==> src/rtl/awb_pkg.sv <==
// ----------------------------------------------------------------------------
// awb_pkg
// shared types and constants for the white-balance channel gain calculator
// ----------------------------------------------------------------------------
package awb_pkg;

  localparam int unsigned VAL_W      = 16;
  localparam int unsigned CFG_IDX_W  = 8;

  // pipelined restoring divider: numerator bits, steps per stage, stages
  localparam int unsigned DIV_NUM_W  = 28;
  localparam int unsigned DIV_STEPS  = 4;
  localparam int unsigned DIV_STAGES = DIV_NUM_W / DIV_STEPS;
  localparam int unsigned PIPE_DEPTH = 2 * DIV_STAGES;

  localparam logic [VAL_W-1:0] RATIO_ONE  = 16'd512;
  localparam logic [VAL_W-1:0] UNITY_GAIN = 16'h0100;
  // 0x100 * 512
  localparam logic [DIV_NUM_W-1:0] GREEN_NUM = 28'h002_0000;

  localparam logic [CFG_IDX_W-1:0] REG_TYPICAL_RG = 8'd0;
  localparam logic [CFG_IDX_W-1:0] REG_TYPICAL_BG = 8'd1;

  typedef struct packed {
    logic [VAL_W-1:0] measured_rg;
    logic [VAL_W-1:0] measured_bg;
  } in_t;

  typedef struct packed {
    logic [VAL_W-1:0] red_gain;
    logic [VAL_W-1:0] green_gain;
    logic [VAL_W-1:0] blue_gain;
    logic             status;
  } out_t;

  typedef struct packed {
    logic [VAL_W-1:0] rr;
    logic [VAL_W-1:0] br;
    logic             fail;
  } ratio_t;

endpackage

==> src/rtl/awb_div_pipe.sv <==
// ----------------------------------------------------------------------------
// awb_div_pipe
// pipelined restoring divider, four quotient bits per stage, low 16 bits kept
// ----------------------------------------------------------------------------
module awb_div_pipe (
  input  logic                             clk,
  input  logic                             en,
  input  logic [awb_pkg::DIV_NUM_W-1:0]    num_i,
  input  logic [awb_pkg::VAL_W-1:0]        den_i,
  output logic [awb_pkg::VAL_W-1:0]        quo_o
);

  logic [awb_pkg::DIV_NUM_W-1:0] num_r [awb_pkg::DIV_STAGES];
  logic [awb_pkg::VAL_W-1:0]     den_r [awb_pkg::DIV_STAGES];
  logic [awb_pkg::VAL_W-1:0]     rem_r [awb_pkg::DIV_STAGES];
  logic [awb_pkg::VAL_W-1:0]     quo_r [awb_pkg::DIV_STAGES];

  for (genvar s = 0; s < int'(awb_pkg::DIV_STAGES); s++) begin : g_stage
    logic [awb_pkg::DIV_NUM_W-1:0] num_in;
    logic [awb_pkg::VAL_W-1:0]     den_in;
    logic [awb_pkg::VAL_W-1:0]     rem_in;
    logic [awb_pkg::VAL_W-1:0]     quo_in;
    logic [awb_pkg::DIV_NUM_W-1:0] num_nxt;
    logic [awb_pkg::VAL_W-1:0]     rem_nxt;
    logic [awb_pkg::VAL_W-1:0]     quo_nxt;

    if (s == 0) begin : g_first
      assign num_in = num_i;
      assign den_in = den_i;
      assign rem_in = '0;
      assign quo_in = '0;
    end else begin : g_next
      assign num_in = num_r[s-1];
      assign den_in = den_r[s-1];
      assign rem_in = rem_r[s-1];
      assign quo_in = quo_r[s-1];
    end

    always_comb begin
      logic [awb_pkg::VAL_W:0] trial;
      num_nxt = num_in;
      rem_nxt = rem_in;
      quo_nxt = quo_in;
      for (int j = 0; j < int'(awb_pkg::DIV_STEPS); j++) begin
        trial   = {rem_nxt, num_nxt[awb_pkg::DIV_NUM_W-1]};
        num_nxt = {num_nxt[awb_pkg::DIV_NUM_W-2:0], 1'b0};
        if (trial >= {1'b0, den_in}) begin
          rem_nxt = awb_pkg::VAL_W'(trial - {1'b0, den_in});
          quo_nxt = {quo_nxt[awb_pkg::VAL_W-2:0], 1'b1};
        end else begin
          rem_nxt = trial[awb_pkg::VAL_W-1:0];
          quo_nxt = {quo_nxt[awb_pkg::VAL_W-2:0], 1'b0};
        end
      end
    end

    always_ff @(posedge clk) begin
      if (en) begin
        num_r[s] <= num_nxt;
        den_r[s] <= den_in;
        rem_r[s] <= rem_nxt;
        quo_r[s] <= quo_nxt;
      end
    end
  end

  assign quo_o = quo_r[awb_pkg::DIV_STAGES-1];

endmodule

==> config.mk <==
export PLATFORM = sky130hd
export DESIGN_NAME = awb_div_pipe
export DESIGN_NICKNAME = d
export VERILOG_FILES = /design/src/rtl/awb_pkg.sv /design/src/rtl/awb_div_pipe.sv
export SDC_FILE = /design/constraint.sdc
export NUM_CORES = 1
export LEC_CHECK = 0
export BUFFER_PORTS_ARGS = -buffer_cell sky130_fd_sc_hd__clkbuf_2
export CAP_MARGIN = 25
export CORE_ASPECT_RATIO = 1.25
export CORE_MARGIN = 1
export CORE_UTILIZATION = 50
export DETAILED_ROUTE_END_ITERATION = 8
export PLACE_DENSITY = 0.66
export SYNTH_ARGS = -nofsm -noshare
export SYNTH_HDL_FRONTEND = slang
export SYNTH_SLANG_ARGS = --single-unit
==> constraint.sdc <==
create_clock -name clk -period 12.1 [get_ports clk]
set_clock_uncertainty 0.05 [all_clocks]
set_input_delay 2.42 -clock clk [delete_from_list [all_inputs] [get_ports clk]]
set_output_delay 2.42 -clock clk [all_outputs]
set_load 0.02 [all_outputs]
==> flow_summary_export.csv, run 1 <==
group,metric,value,unit
clock_tree,cts_sinks,316,
synth,synth.ff_latch_count,316,
critical_path,critPathTopFamily,"compound AO/OA/AOI/OAI gates",
drt,wl_per_cell,18.8,µm
clock_tree,cts-root-buf,"clkbuf_16",
critical_path,critPathBufInv,5,
placed_design,dp_hpwl,70.3,mm
placed_design,pre_cts_ws,269,ps
floorplanning,die_h,295,µm
critical_path,endpoint,"rem_r[0][6]",
placed_design,routabilityCongestion,0.930,
drt,vias,27652,
grt,grt_max_degree,115,
critical_path,cp_common_cell,"ha_1",
timing,rsz0062_at_grt,"false",
synth,synth_area_per_cell,9.44,µm²
critical_path,worstSetupPathType,"input port to register",
critical_path,crit_arrival,11600,ps
timing,finalMaxSlewViolations,0,
layout,fin_util,0.552,
outcome,run_status,"finished, final reports clean",
drt,postRouteAntennaNets,0,
timing,hold_viol,0,
grt,grt_pass1_vias,26772,
clock_tree,clk_pin_slew,60,ps
critical_path,crit_path_max_incr_delay,540,ps
critical_path,critical_path_depth,40,
drt,drc_errors,0,
critical_path,r2r_slack,870,ps
timing,fin_crit,11350,ps
clock_tree,numCtsBuffers,38,
clock_tree,clock_latency,560,ps
critical_path,cp_slowest_cell,"a311oi_4",
drt,avgViaCountPerCell,5.97,
timing,worstMarginPinSlew,1010,ps
floorplanning,core-area,0.0674,mm²
synth,synth_cell_type_count,106,
worst_hold_path,hold_class,"register to register",
timing,setup-violations-final,0,
timing,fmax,88.1,MHz
critical_path,setup.worst_path.start_class,"input port",
grt,grt.total_usage,0.248,
timing,holdWs,367,ps
critical_path,r2r_end,"rem_r[2][11]",
synth,synth_flop_cell,"edfxtp_1",
floorplanning,pin_count,62,
critical_path,critPathRequiredTime,12350,ps
clock_tree,cts_tree,"yes",
synth,ys_async_sr_fraction,0,
timing,setup_tns,0,ps
synth,ys_seq_area_frac,0.277,
floorplanning,die_area,0.0696,mm²
drt,drtIter0Drc,1471,
synth,syn-instance-count,3631,
grt,grt_antenna_before_repair,0,
synth,netlist_area,0.0343,mm²
drt,first_pass_iters,5,
critical_path,end_kind,"register",
critical_path,reg2reg_depth,41,
layout,area_growth,8.46,%
critical_path,crit_start,"den_i[0]",
layout,num-nets-final,4242,
synth,synth-edff-count,316,
drt,wl,87.1,mm
floorplanning,fp.dieW,236,µm
floorplanning,rows,106,
floorplanning,initial_utilization,0.509,
timing,slew_headroom,0.329,
critical_path,cp_max_fo,16,
synth,synth_warnings,0,
job,drv_cap,0,
synth,syn_nets,4137,
clock_tree,clockBufferDepth,3,
grt,gr-total-overflow,0,
grt,grt_pass1_wl,139,mm
critical_path,r2r-start,"den_r[1][1]",
placed_design,port_buffers,61,
clock_tree,cts-htree-levels,2,
layout,drive_above_1_share,0.139,
timing,final.setup.worst_slack,748,ps
layout,diodes,0,
timing,finalCritPeriodShare,0.938,
==> area by class of cell <==
class                      count  area [µm²]
timing repair buffer         118         772
multi-input combinational   2974       23500
clock buffer                  41         983
tap                          864        1080
sequential                   316        9490
clock inverter                27         278
inverter                     288        1080
fill                        6197       30200
==> synthesized netlist by cell type, types with 12 or more instances <==
library cell    n  area share
nand4_1        73       0.013
o21a_1         62       0.014
o21bai_1       35      0.0077
edfxtp_1      316        0.28
inv_1         286       0.031
nand2b_1       37      0.0068
mux2i_1        51       0.015
or3_1          30      0.0055
a31oi_1        30      0.0055
xnor2_1       192       0.049
nor4_1         36      0.0066
fa_1           26       0.015
ha_1          434        0.16
nor3_1         82       0.012
o311ai_0       12      0.0031
o221ai_1       19      0.0049
mux2_4         26       0.011
a21boi_0       17      0.0037
clkbuf_1       20      0.0022
a21oi_1       275       0.040
a211oi_1       31      0.0068
nor2b_1        72       0.013
mux2_2        231       0.076
xor2_1        101       0.026
o21ai_0       200       0.029
a21o_1        117       0.026
o31a_1         27      0.0069
nor2_1        208       0.023
o211ai_1       25      0.0055
nand3_1        96       0.014
o31ai_1        15      0.0033
and3_1         20      0.0037
or2_2          23      0.0042
and2_1         15      0.0027
buf_2          18      0.0026
nand2_1       168       0.018
==> kinds of logic after synthesis <==
kind of cell,count (synthesis),synth area share
buf+inv,341,0.0391
fa+ha+maj,460,0.174
xor+xnor,293,0.0749
mux,312,0.104
compound gates,1001,0.195
simple gates,908,0.136
flops,316,0.277
==> repair_timing <==
item | in CTS | in global routing
hold buffers | 0 | 0
buffers inserted | 0 | 1
resized for setup | 0 | 5
setup endpoints to repair | 0 | 25
==> through the flow <==
stage	instance area [µm²]	std cells
6_report	37200	4628
4_1_cts	37100	4627
2_1_floorplan	34300	3631
3_5_place_dp	35900	4559
3_3_place_gp	35900	4558
5_1_grt	37200	4628
==> layout by cell type, fill, tap and decap left out, drive strengths merged, types with 30 or more instances in the layout <==
| cell | netlist | layout |
|---|---|---|
| o21bai | 35 | 35 |
| mux2i | 55 | 55 |
| a211oi | 33 | 33 |
| o21ai | 209 | 209 |
| ha | 434 | 434 |
| nand2b | 37 | 37 |
| xnor2 | 192 | 192 |
| a21o | 117 | 117 |
| xor2 | 101 | 101 |
| edfxtp | 316 | 316 |
| nor2b | 72 | 72 |
| nand3 | 96 | 96 |
| clkbuf | 20 | 101 |
| a31oi | 31 | 31 |
| nor3 | 85 | 85 |
| nor4 | 40 | 40 |
| buf | 33 | 58 |
| or3 | 30 | 30 |
| a21oi | 279 | 279 |
| inv | 288 | 293 |
| o21a | 62 | 62 |
| nand2 | 168 | 168 |
| mux2 | 257 | 257 |
| nor2 | 209 | 209 |
| nand4 | 74 | 74 |
==> per-layer routing <==
layer	vias up	GRT usage	part of all wire
met2	537	0.443	0.49
li1	13945	-	-
met5	-	0	0
met1	12996	0.305	0.44
met3	174	0.0243	0.033
met4	0	0.102	0.041
==> registers in the layout, indices dropped and copies added, names as in the netlist <==
signal	flops
den_r	96
num_r	84
quo_r	40
rem_r	96
==> worst min-delay path by stage <==
stage                    to  slack [ps]    startpoint  cells past startpoint
6_report        num_r[1][5]         370   num_r[0][1]                      0
5_1_grt         num_r[2][8]         370   num_r[1][4]                      0
4_1_cts         quo_r[6][9]         370   quo_r[5][5]                      0
3_5_place_dp   num_r[1][19]         350  num_r[0][15]                      0
3_3_place_gp   num_r[1][20]         350  num_r[0][16]                      0
2_1_floorplan  num_r[1][10]         350   num_r[0][6]                      0
Power of run 1 is not shown: default switching activity piles up to over one toggle a cycle in this logic, so the estimate is an artifact.
==> run 2, diff against run 1 <==
CORE_UTILIZATION = 25   (was 50)
PLACE_DENSITY = 0.39   (was 0.66)
==> flow_summary_export.csv, run 2 (synthesis gave the netlist of run 1 again) <==
group,metric,value,unit
layout,diodes,0,
placed_design,port_buffers,61,
drt,vias,27866,
timing,finalCritPeriodShare,0.917,
timing,slew_headroom,0.384,
outcome,run_status,"finished, final reports clean",
grt,grt_pass1_vias,28295,
placed_design,routabilityCongestion,0.829,
timing,worstMarginPinSlew,924,ps
critical_path,worstSetupPathType,"register to register",
worst_hold_path,hold_path.startpoint,"num_r[3][18]",
clock_tree,cts_tree,"yes",
clock_tree,clock_latency,640,ps
critical_path,cp_slowest_cell,"edfxtp_1",
clock_tree,cts_sinks,316,
job,drv_cap,0,
clock_tree,clk_pin_slew,60,ps
layout,largestRegisters,"den_r (96), rem_r (96), num_r (84)",
floorplanning,initial_utilization,0.252,
placed_design,dp_hpwl,89.2,mm
worst_hold_path,hold_path_depth,0,
critical_path,critPathRequiredTime,12400,ps
critical_path,crit_path_max_incr_delay,470,ps
critical_path,crit_arrival,11390,ps
drt,drtIter0Drc,1333,
floorplanning,die_area,0.139,mm²
critical_path,end_kind,"register",
layout,area_growth,13.9,%
critical_path,r2r-start,"den_r[0][12]",
floorplanning,die_h,416,µm
drt,wl_per_cell,19.6,µm
critical_path,r2r_end,"rem_r[1][15]",
clock_tree,hold_buffers,0,
grt,grt_antenna_before_repair,0,
grt,grt_pass1_wl,169,mm
clock_tree,cts-htree-levels,2,
drt,postRouteAntennaNets,0,
timing,fmax,90.1,MHz
layout,mostFrequentLayoutCells,"ha_1 (434), edfxtp_1 (316), inv_1 (285)",
layout,num-nets-final,4305,
drt,drc_errors,0,
grt,gr-total-overflow,0,
critical_path,setup.worst_path.start_class,"register",
layout,fin_util,0.287,
timing,setup-violations-final,0,
timing,hold_viol,0,
critical_path,reg2reg_depth,43,
timing,rsz0062_at_grt,"false",
grt,grt.total_usage,0.156,
floorplanning,rows,151,
timing,finalMaxSlewViolations,0,
floorplanning,core-area,0.136,mm²
layout,layout.cells.non_filler,5591,
critical_path,crit_start,"den_r[0][12]",
worst_hold_path,hold_class,"register to register",
drt,avgViaCountPerCell,4.98,
clock_tree,clockBufferDepth,3,
timing,fin_crit,11100,ps
grt,grt_max_degree,70,
worst_hold_path,hold-path-endpoint,"num_r[4][22]",
placed_design,placed_cells,5504,
drt,first_pass_iters,5,
critical_path,r2r_slack,1000,ps
drt,wl,110,mm
layout,drive_above_1_share,0.154,
floorplanning,pin_count,62,
timing,setup_tns,0,ps
clock_tree,numCtsBuffers,43,
clock_tree,cts-root-buf,"clkbuf_16",
layout,final_common_cell,"ha_1",
critical_path,cp_max_fo,16,
floorplanning,fp.dieW,333,µm
[run 2: cell types whose count changed in the layout (fill, tap and decap cells not counted), sizes merged]
cell,previous run,this run
buf,58,116
inv,293,291
clkbuf,101,107
clkinvlp,4,5
bufinv,4,9
[run 2: worst max-delay path by stage]
stage                        end  slack [ps]
floorplan           rem_r[0][10]         890
global placement    rem_r[0][14]         630
detailed placement   rem_r[0][4]         420
CTS                  rem_r[2][2]         480
global route        rem_r[5][12]          30
finish              rem_r[1][15]        1000
[run 2: what timing repair did]
item	4_1_cts	5_1_grt
resized for setup	0	6
endpoints found under the hold margin	0	0
setup endpoints to repair	0	33
buffers inserted	0	9
[run 2: layout make-up]
type,instances,area (µm²)
inverter,288,1080
timing repair buffer,176,1240
sequential,316,9490
multi-input combinational,2974,23500
fill,14269,96800
clock buffer,47,1090
clock inverter,31,438
tap,1759,2200
[run 2: metrics by stage]
stage	hold WS, ps	setup slack [ps]	instance area, µm²
floorplan	350	887	34300
global placement	351	629	37400
detailed placement	355	417	37400
CTS	365	478	38900
global route	364	30.8	39000
finish	363	1000	39000
[run 2: per-layer routing]
layer  up-vias  global-route usage  routed length (µm)
li1      14056                   -                   -
met1     13342               0.186               47800
met2       345               0.291               56500
met3       123              0.0156                2190
met4         0              0.0480                3180
met5         -                   0                   0
[run 2: critical path, delay by kind of cell (launching register included)]
kind            cells  cell delay [ps]
fa+ha+maj           4             1310
compound gates     20             5240
buf+inv             8             1480
flops               1              470
simple gates        8             1360
mux                 3              860
Power of run 2 is left out for the same reason.
