[src/rtl/awb_pkg.sv]
// ----------------------------------------------------------------------------
// awb_pkg
// shared types and constants for the white-balance channel gain calculator
// ----------------------------------------------------------------------------
package awb_pkg;

  localparam int unsigned VAL_W      = 16;
  localparam int unsigned CFG_IDX_W  = 8;

  // pipelined restoring divider: numerator bits, steps per stage, stages
  localparam int unsigned DIV_NUM_W  = 28;
  localparam int unsigned DIV_STEPS  = 4;
  localparam int unsigned DIV_STAGES = DIV_NUM_W / DIV_STEPS;
  localparam int unsigned PIPE_DEPTH = 2 * DIV_STAGES;

  localparam logic [VAL_W-1:0] RATIO_ONE  = 16'd512;
  localparam logic [VAL_W-1:0] UNITY_GAIN = 16'h0100;
  // 0x100 * 512
  localparam logic [DIV_NUM_W-1:0] GREEN_NUM = 28'h002_0000;

  localparam logic [CFG_IDX_W-1:0] REG_TYPICAL_RG = 8'd0;
  localparam logic [CFG_IDX_W-1:0] REG_TYPICAL_BG = 8'd1;

  typedef struct packed {
    logic [VAL_W-1:0] measured_rg;
    logic [VAL_W-1:0] measured_bg;
  } in_t;

  typedef struct packed {
    logic [VAL_W-1:0] red_gain;
    logic [VAL_W-1:0] green_gain;
    logic [VAL_W-1:0] blue_gain;
    logic             status;
  } out_t;

  typedef struct packed {
    logic [VAL_W-1:0] rr;
    logic [VAL_W-1:0] br;
    logic             fail;
  } ratio_t;

endpackage

[src/rtl/awb_gain_sel.sv]
// ----------------------------------------------------------------------------
// awb_gain_sel
// unity channel plus two scaled gains from the ratio quotients, zeros on fail
// ----------------------------------------------------------------------------
module awb_gain_sel (
  input  awb_pkg::ratio_t            rat_i,
  input  logic [awb_pkg::VAL_W-1:0]  gr_i,
  input  logic [awb_pkg::VAL_W-1:0]  gb_i,
  input  logic [awb_pkg::VAL_W-1:0]  rxb_i,
  input  logic [awb_pkg::VAL_W-1:0]  bxr_i,
  output awb_pkg::out_t              res_o
);

  logic r_hi;
  logic b_hi;

  assign r_hi = (rat_i.rr >= awb_pkg::RATIO_ONE);
  assign b_hi = (rat_i.br >= awb_pkg::RATIO_ONE);

  always_comb begin
    res_o.status = 1'b0;
    if (rat_i.fail) begin
      res_o = '0;
      res_o.status = 1'b1;
    end else if (r_hi && b_hi) begin
      // 0x100 * ratio / 512
      res_o.red_gain   = {1'b0, rat_i.rr[awb_pkg::VAL_W-1:1]};
      res_o.green_gain = awb_pkg::UNITY_GAIN;
      res_o.blue_gain  = {1'b0, rat_i.br[awb_pkg::VAL_W-1:1]};
    end else if (r_hi) begin
      res_o.red_gain   = rxb_i;
      res_o.green_gain = gb_i;
      res_o.blue_gain  = awb_pkg::UNITY_GAIN;
    end else if (b_hi || (gr_i >= gb_i)) begin
      res_o.red_gain   = awb_pkg::UNITY_GAIN;
      res_o.green_gain = gr_i;
      res_o.blue_gain  = bxr_i;
    end else begin
      res_o.red_gain   = rxb_i;
      res_o.green_gain = gb_i;
      res_o.blue_gain  = awb_pkg::UNITY_GAIN;
    end
  end

endmodule

[config.mk]
export PLATFORM = sky130hd
export DESIGN_NAME = awb_gain_sel
export DESIGN_NICKNAME = d
export VERILOG_FILES = /design/src/rtl/awb_pkg.sv /design/src/rtl/awb_gain_sel.sv
export SDC_FILE = /design/constraint.sdc
export NUM_CORES = 1
export LEC_CHECK = 0
export ABC_AREA = 1
export BUFFER_PORTS_ARGS = -buffer_cell sky130_fd_sc_hd__buf_4
export CORE_ASPECT_RATIO = 0.7
export CORE_MARGIN = 2
export CORE_UTILIZATION = 36
export DETAILED_ROUTE_END_ITERATION = 16
export GPL_TIMING_DRIVEN = 1
export PLACE_DENSITY = 0.88
export SLEW_MARGIN = 20
export SYNTH_ARGS = -nofsm -noshare
export SYNTH_HDL_FRONTEND = slang
export SYNTH_SLANG_ARGS = --single-unit
[constraint.sdc]
create_clock -name vclk -period 2.35
set_clock_uncertainty 0.05 [all_clocks]
set_input_delay 0.3525 -clock vclk [all_inputs]
set_output_delay 0.3525 -clock vclk [all_outputs]
set_load 0.01 [all_outputs]
==> results.json, run 1 <==
{
  "drive_above_1_share_pct": 49.76,
  "synthDominantCellAreaShare_pct": 14.33,
  "grt_pass1_vias": 2038,
  "cp-start-kind": "input port",
  "vias_per_cell": 4.887,
  "post-route-min-period_ns": 2.343,
  "max-vdd-ir-drop_v": 0.00008069,
  "fin_crit_sh_pct": 99.71,
  "dieArea_mm2": 0.004608,
  "drt_iter0_drc": 92,
  "worst_pin_slew_ns": 0.5598,
  "synth_compound_area_share_pct": 15.87,
  "regArea_um2": 0,
  "antenna_found_initial": 0,
  "drv_slew": 0,
  "syn_to_final_growth_pct": 94.71,
  "fillers": 331,
  "synthTopCellsByCount": "56 x nand2_1, 49 x inv_1, 49 x nor2_1, 25 x a21oi_1, 17 x nand3_1",
  "ys_types": 24,
  "dieHeight_um": 57.40,
  "grt_overflow": 0,
  "vias": 2297,
  "synth_cells": 274,
  "grt_max_degree": 25,
  "num_io_pins": 146,
  "synth_mux_area_share_pct": 0,
  "slew_headroom_pct": 62.59,
  "grt_usage_pct": 21.06,
  "setup_viol": 0,
  "yosys.area_share.adder_pct": 13.65,
  "diodes": 0,
  "hp-class": "input port to primary output",
  "crit_fanout": 8,
  "end_kind": "primary output",
  "ys_top_cells_by_area": "nand2_1 14%, ha_1 14%, inv_1 13%, nor2_1 13%, a21oi_1 8.5%",
  "leakagePower_nw": 1.617,
  "place_congestion": 0.7763,
  "nClkBuffers": 0,
  "rsz0062_at_grt": "yes",
  "fin_ws_ns": 0.006932,
  "routed_wl_mm": 6.009,
  "io_buffers": 144,
  "rows": 19,
  "dpl_cell_area_mm2": 0.002590,
  "synthSimpleGateAreaFrac_pct": 50.68,
  "layout.cells.non_filler": 470,
  "yosysMostFrequentCell": "nand2_1",
  "drcViolationCount": 0,
  "crit_type": "input port to primary output",
  "syn_nets": 387,
  "powerDensity_mw_per_mm2": 134.8,
  "drv_cap": 0,
  "yosysTopAreaCell": "nand2_1",
  "dp_hpwl_mm": 4.332,
  "antenna_left": 0,
  "fp.coreArea_mm2": 0.003923,
  "pre_cts_slack_ns": 0.02154,
  "first_pass_iters": 4,
  "synth-xor-area-share_pct": 0,
  "worstPathRequired_ns": 1.95,
  "ys_seq_area_share_pct": 0,
  "start_util_pct": 37.38,
  "sequential_cell_total": 0,
  "yosys_warnings": 0,
  "syn-cell-area_mm2": 0.001466,
  "hold_violations": 0,
  "dp.cells": 464,
  "fin_area_mm2": 0.002855,
  "wl_per_cell_um": 12.79,
  "syn_area_per_cell_um2": 5.352,
  "status": "finished, final reports clean",
  "final_nets": 533,
  "grt_pass1_wl_mm": 8.231,
  "synth_top_family_by_area": "simple AND/OR/NAND/NOR gates",
  "fp.dieW_um": 80.28,
  "arrival_ns": 1.94,
  "fmax_mhz": 426.8
}
-- metrics by stage --
stage                     util [%]  total power [mW]  hold slack [ns]  setup TNS (ns)
after floorplan                  -            0.1414           0.7421               0
after global placement       66.03            0.3288           0.9223               0
after detailed placement     66.03            0.3383           0.9246               0
after CTS                    66.03            0.3396           0.9246               0
after global routing         72.79            0.4243           0.9379          -2.011
final                        72.79            0.3849           0.9264               0
-- critical path: stages --
cell and delay (ns):
buf_4 0.08, inv_1 0.04, ha_1 0.31, nand2_1 0.06
nand2_1 0.08, nand2_2 0.06, a21oi_2 0.14, nor2_2 0.07
nand2_4 0.11, nand2_8 0.10, clkbuf_16 0.18, nand2_1 0.08
nand2_1 0.06, nor2_1 0.09, buf_4 0.12
-- metal layers --
layer | routed length [um] | global-route usage, % | share of wire (%)
met1 | 2407 | 25.62 | 40
met2 | 3109 | 41.31 | 52
met3 | 457 | 2.532 | 7.6
met4 | 35 | 1.211 | 0.58
met5 | 0 | 0 | 0
-- worst paths after layout --
path | start | endpoint | slack, ns | cells past startpoint
hold / removal | rat_i[0] | res_o[0] | 0.93 | 2
setup / recovery | gb_i[9] | res_o[19] | 0.007 | 15
-- power by group --
part | total, mW | switching, mW | internal [mW]
Clock | 0 | 0 | 0
Sequential | 0 | 0 | 0
Combinational | 0.385 | 0.166 | 0.219
-- placed cells by master (no fill, tap or decap), types with 2 or more instances in the layout --
cell type,Yosys,layout
buf_4,3,150
nand2_1,56,49
nor2_1,49,48
inv_1,49,39
a21oi_1,25,24
nand3_1,17,17
o21ai_0,16,11
nor3b_2,10,10
ha_4,0,10
inv_2,1,9
o21ai_1,4,9
nand2_2,0,7
ha_1,16,6
buf_6,4,6
nor2_4,4,4
nand4_1,3,3
inv_4,0,2
nor2_2,1,2
clkbuf_16,0,2
-- area by class of cell --
| cell class | count | area, um^2 | share of cell area, % |
|---|---|---|---|
| inverters | 50 | 192.7 | 6.748 |
| multi-input cells | 209 | 1334 | 46.71 |
| well taps | 52 | 65.06 | 2.279 |
| repair buffers | 159 | 1264 | 44.26 |
-- cell families after synthesis --
group / after synthesis
simple gates: 147
buf+inv: 65
compound gates: 46
fa+ha+maj: 16
-- timing repair --
item | in CTS | in global routing
setup endpoints to repair | 0 | 45
setup buffers | 0 | 2
hold buffers | 0 | 0
gates resized for setup | 0 | 43
Note: power is estimated with default switching activity, not from simulation.
==> run 2, diff against run 1 <==
--- a/config.mk
+++ b/config.mk
@@ -14,5 +14,5 @@
 export GPL_TIMING_DRIVEN = 1
 export PLACE_DENSITY = 0.88
-export SLEW_MARGIN = 20
+export SLEW_MARGIN = 10
 export SYNTH_ARGS = -nofsm -noshare
 export SYNTH_HDL_FRONTEND = slang
==> constraint.sdc (replaced) <==
create_clock -name vclk -period 2.35
set_clock_uncertainty 0.05 [all_clocks]
set_input_delay 0.3525 -clock vclk [all_inputs]
set_output_delay 0.3525 -clock vclk [all_outputs]
set_load 0.02 [all_outputs]
==> run 2 against run 1 <==
Wire length rose by 1.0%. Global-route usage rose by 0.53 points. Die area did not move. Final cell count did not move. Non-clock buffer count did not move. Clock-buffer cell count did not move. Maximum frequency rose by 0.13%. Worst hold slack improved by 0.019 ns. Combinational power rose by 13%. Core utilization rose by 3.8 points. Setup slack improved by 0.0029 ns. Critical path depth did not move.
==> results.json, run 2 (synthesis results as in run 1) <==
{
  "status": "finished, final reports clean",
  "grt_overflow": 0,
  "grt_usage_pct": 21.59,
  "syn_to_final_growth_pct": 104.9,
  "grt_max_degree": 17,
  "cpMaxStageDelayCell": "ha_1",
  "rows": 19,
  "io_buffers": 144,
  "diodes": 0,
  "vias": 2245,
  "routed_wl_mm": 6.070,
  "sequential_cell_total": 0,
  "fin_crit_sh_pct": 99.58,
  "worstPathRequired_ns": 1.95,
  "setup_viol": 0,
  "dp.cells": 467,
  "slew_headroom_pct": 80.39,
  "drt_iter0_drc": 83,
  "critical_path.cell_chain": "buf_4, inv_1, ha_1, nand2_1, inv_1, nand2_1, a21oi_2, nor2_2, nand2_4, nand2_8, clkbuf_16, nand2_1, nand2_1, nor2_1, buf_4",
  "arrival_ns": 1.94,
  "dieHeight_um": 57.40,
  "vias_per_cell": 4.777,
  "place_congestion": 0.7723,
  "drv_cap": 0,
  "cpMostUsedCell": "nand2_1",
  "max-vdd-ir-drop_v": 0.00008944,
  "final_nets": 533,
  "cp-start-kind": "input port",
  "setup_tns_ns": 0,
  "num_io_pins": 146,
  "drcViolationCount": 0,
  "dp_hpwl_mm": 4.433,
  "end_kind": "primary output",
  "first_pass_iters": 4,
  "fillers": 297,
  "layout.cells.most_common_list": "145 x buf_4, 46 x nor2_1, 38 x nand2_1",
  "leakagePower_nw": 1.621,
  "layout.cells.non_filler": 470,
  "regArea_um2": 0,
  "wl_per_cell_um": 12.91,
  "nClkBuffers": 0,
  "antenna_left": 0,
  "cpPeakStageDelay_ns": 0.28,
  "grt_pass1_vias": 2082,
  "drv_slew": 0,
  "hp-class": "input port to primary output",
  "crit_type": "input port to primary output",
  "antenna_found_initial": 0,
  "grt_pass1_wl_mm": 8.355,
  "final_common_cell": "buf_4",
  "rsz0062_at_grt": "yes",
  "fmax_mhz": 427.3,
  "fp.coreArea_mm2": 0.003923,
  "powerDensity_mw_per_mm2": 144.6,
  "drive_above_1_share_pct": 55.02,
  "crit_fanout": 6,
  "ctsHoldBuffers": 0,
  "whs_ns": 0.9451,
  "worst_pin_slew_ns": 0.2938,
  "post-route-min-period_ns": 2.340,
  "p_total_mw": 0.4346,
  "fp.dieW_um": 80.28,
  "dieArea_mm2": 0.004608,
  "start_util_pct": 37.38,
  "hold_violations": 0
}
-- run 2: layout make-up --
type / instances / area [um^2] / share of cell area [%]
well taps: 52 / 65.06 / 2.165
repair buffers: 159 / 1303 / 43.34
inverters: 50 / 197.7 / 6.578
multi-input cells: 209 / 1440 / 47.92
-- run 2: worst paths after layout --
kind,start,end,cells after the start
setup / recovery,gb_i[10],res_o[18],15
hold / removal,rat_i[0],res_o[0],2
-- run 2: per-layer routing --
layer / up-vias / track usage [%] / routed length (um)
met5: - / 0 / 0
met4: 0 / 1.453 / 31
met3: 4 / 2.215 / 376
met2: 89 / 42.98 / 3196
met1: 994 / 25.90 / 2465
li1: 1158 / - / -
-- run 2: worst max-delay path: cells and delay by family --
kind,cells,cell delay [ns]
AND/OR/NAND/NOR,8,0.61
buffers and inverters,5,0.53
adder cells (fa/ha/maj),1,0.28
AO/OA/AOI/OAI,1,0.16
-- run 2: through the flow --
stage | worst slack (ns) | instance area, um^2 | utilization [%]
2_1_floorplan | 0.02801 | 1466 | -
6_report | 0.009878 | 3005 | 76.62
4_1_cts | 0.004613 | 2688 | 68.52
5_1_grt | -0.1104 | 3005 | 76.62
3_3_place_gp | 0.03461 | 2625 | 66.92
3_5_place_dp | -0.01411 | 2625 | 66.92
-- run 2: repair_timing --
action | CTS | global route
endpoints found under the setup margin | 11 | 45
buffers inserted | 1 | 1
resized for setup | 6 | 78
cloned | 1 | 1
pin swaps | 0 | 27
-- run 2: report_power, final --
| part | total (mW) | switching [mW] | internal, mW |
|---|---|---|---|
| combinational | 0.435 | 0.202 | 0.233 |
| clock | 0 | 0 | 0 |
| sequential | 0 | 0 | 0 |
==> run 3, diff against run 2 <==
BUFFER_PORTS_ARGS = -buffer_cell sky130_fd_sc_hd__clkbuf_2   (was -buffer_cell sky130_fd_sc_hd__buf_4)
RECOVER_POWER = 50   (was unset)
REMOVE_ABC_BUFFERS = 1   (was unset)
==> run 3 against run 2 <==
Critical path depth stayed put. Worst hold slack better by 0.0073 ns. Wire length fell by 3.3%. Non-clock buffer count shrank 4. Setup slack worse by 0.0073 ns. Via count is 0.94% lower. Largest cell class unchanged. Largest power group unchanged.
==> results.json, run 3 (synthesis results as in run 1) <==
{
  "hold_violations": 0,
  "powerDensity_mw_per_mm2": 144.4,
  "swShare_pct": 51.95,
  "antenna_left": 0,
  "diodes": 0,
  "grt_usage_pct": 20.03,
  "fillers": 359,
  "final_common_cell": "clkbuf_2",
  "critical_path.cell_chain": "buf_6, inv_4, ha_4, nand2_2, inv_2, nand2_2, nor2_1, nor2_1, nand2_1, nand2_2, nand2_4, buf_6, nand3_4, o21ai_1, clkbuf_4",
  "drv_slew": 0,
  "nClkBuffers": 0,
  "worstPathRequired_ns": 1.95,
  "dpl_cell_area_mm2": 0.002222,
  "seq_power_share_pct": 0,
  "sequential_cell_total": 0,
  "hp-class": "input port to primary output",
  "p_clk_share_pct": 0,
  "final_nets": 531,
  "use_met3_pct": 1.741,
  "place_congestion": 0.8355,
  "drt_iter0_drc": 71,
  "combPwrFrac_pct": 100.0,
  "arrival_ns": 1.94,
  "status": "finished, final reports clean",
  "fin_area_mm2": 0.002619,
  "dp_hpwl_mm": 4.037,
  "fmax_mhz": 426.0,
  "drcViolationCount": 0,
  "antenna_found_initial": 0,
  "busiest_layer": "met2",
  "vias_per_cell": 4.752,
  "leakagePower_nw": 1.531,
  "slew_headroom_pct": 83.79,
  "setup_viol": 0,
  "setup_tns_ns": 0,
  "io_buffers": 144,
  "wl_per_cell_um": 12.54,
  "fp.dieW_um": 80.28,
  "start_util_pct": 37.38,
  "rsz0062_at_grt": "yes",
  "crit_type": "input port to primary output",
  "drv_cap": 0,
  "layout.cells.most_common_list": "105 x clkbuf_2, 52 x nand2_1, 48 x nor2_1",
  "regArea_um2": 0,
  "p_total_mw": 0.3782,
  "grt_overflow": 0,
  "cpPeakStageDelay_ns": 0.26,
  "post-route-min-period_ns": 2.347,
  "first_pass_iters": 4,
  "fin_crit_sh_pct": 99.89,
  "syn_to_final_growth_pct": 78.58,
  "vias": 2224,
  "power.switching_mw": 0.1964,
  "num_io_pins": 146,
  "internal_power_mw": 0.1817,
  "max-vdd-ir-drop_v": 0.0001079,
  "crit_fanout": 8,
  "drive_above_1_share_pct": 50.96,
  "worst_pin_slew_ns": 0.2443,
  "cpMaxStageDelayCell": "ha_4",
  "end_kind": "primary output",
  "grt_max_degree": 41,
  "final_util_pct": 66.76,
  "whs_ns": 0.9525,
  "grt_pass1_vias": 1872,
  "cp-start-kind": "input port",
  "routed_wl_mm": 5.869,
  "dieArea_mm2": 0.004608,
  "rows": 19,
  "crit_family": "simple AND/OR/NAND/NOR gates",
  "critPathBufInv": 5,
  "fp.coreArea_mm2": 0.003923,
  "grt_use_met2_pct": 37.38,
  "dieHeight_um": 57.40,
  "cpMostUsedCell": "nand2_2",
  "met1_usage_pct": 25.81,
  "multi_input_area_mm2": 0.001398,
  "grt_pass1_wl_mm": 7.700
}
## run 3: worst paths after layout
path	depth (start not counted)	slack (ns)	startpoint	endpoint
setup / recovery	15	0.003	gb_i[7]	res_o[11]
hold / removal	4	0.95	bxr_i[15]	res_o[16]
## run 3: cell type report
cell class | instances | share of cell area, %
Multi-Input combinational cell | 211 | 53.37
Timing Repair Buffer | 155 | 36.88
Inverter | 50 | 7.262
Tap cell | 52 | 2.484
## run 3: stage by stage
stage          setup slack [ns]  std cells
3_3_place_gp           -0.05181        463
4_1_cts                -0.04760        464
3_5_place_dp           -0.09209        463
5_1_grt                -0.09657        468
2_1_floorplan            0.1148        259
6_report               0.002582        468
## run 3: power groups by stage
| stage | Combinational (mW) | Sequential, mW | Clock, mW |
|---|---|---|---|
| floorplan | 0.159 | 0 | 0 |
| finish | 0.378 | 0 | 0 |
| global placement | 0.294 | 0 | 0 |
| CTS | 0.311 | 0 | 0 |
| global route | 0.414 | 0 | 0 |
| detailed placement | 0.301 | 0 | 0 |
## run 3: routing by layer
layer,up-vias,part of all wire [%]
li1,1154,-
met1,972,40
met2,90,52
met3,8,6.8
met4,0,0.97
met5,-,0
## run 3: repair_timing
item                       CTS  global route
hold buffers                 0             0
setup endpoints to repair   39            47
cloned                       1             1
pin swaps                    0            22
resized for setup           21           101
setup buffers                0             3
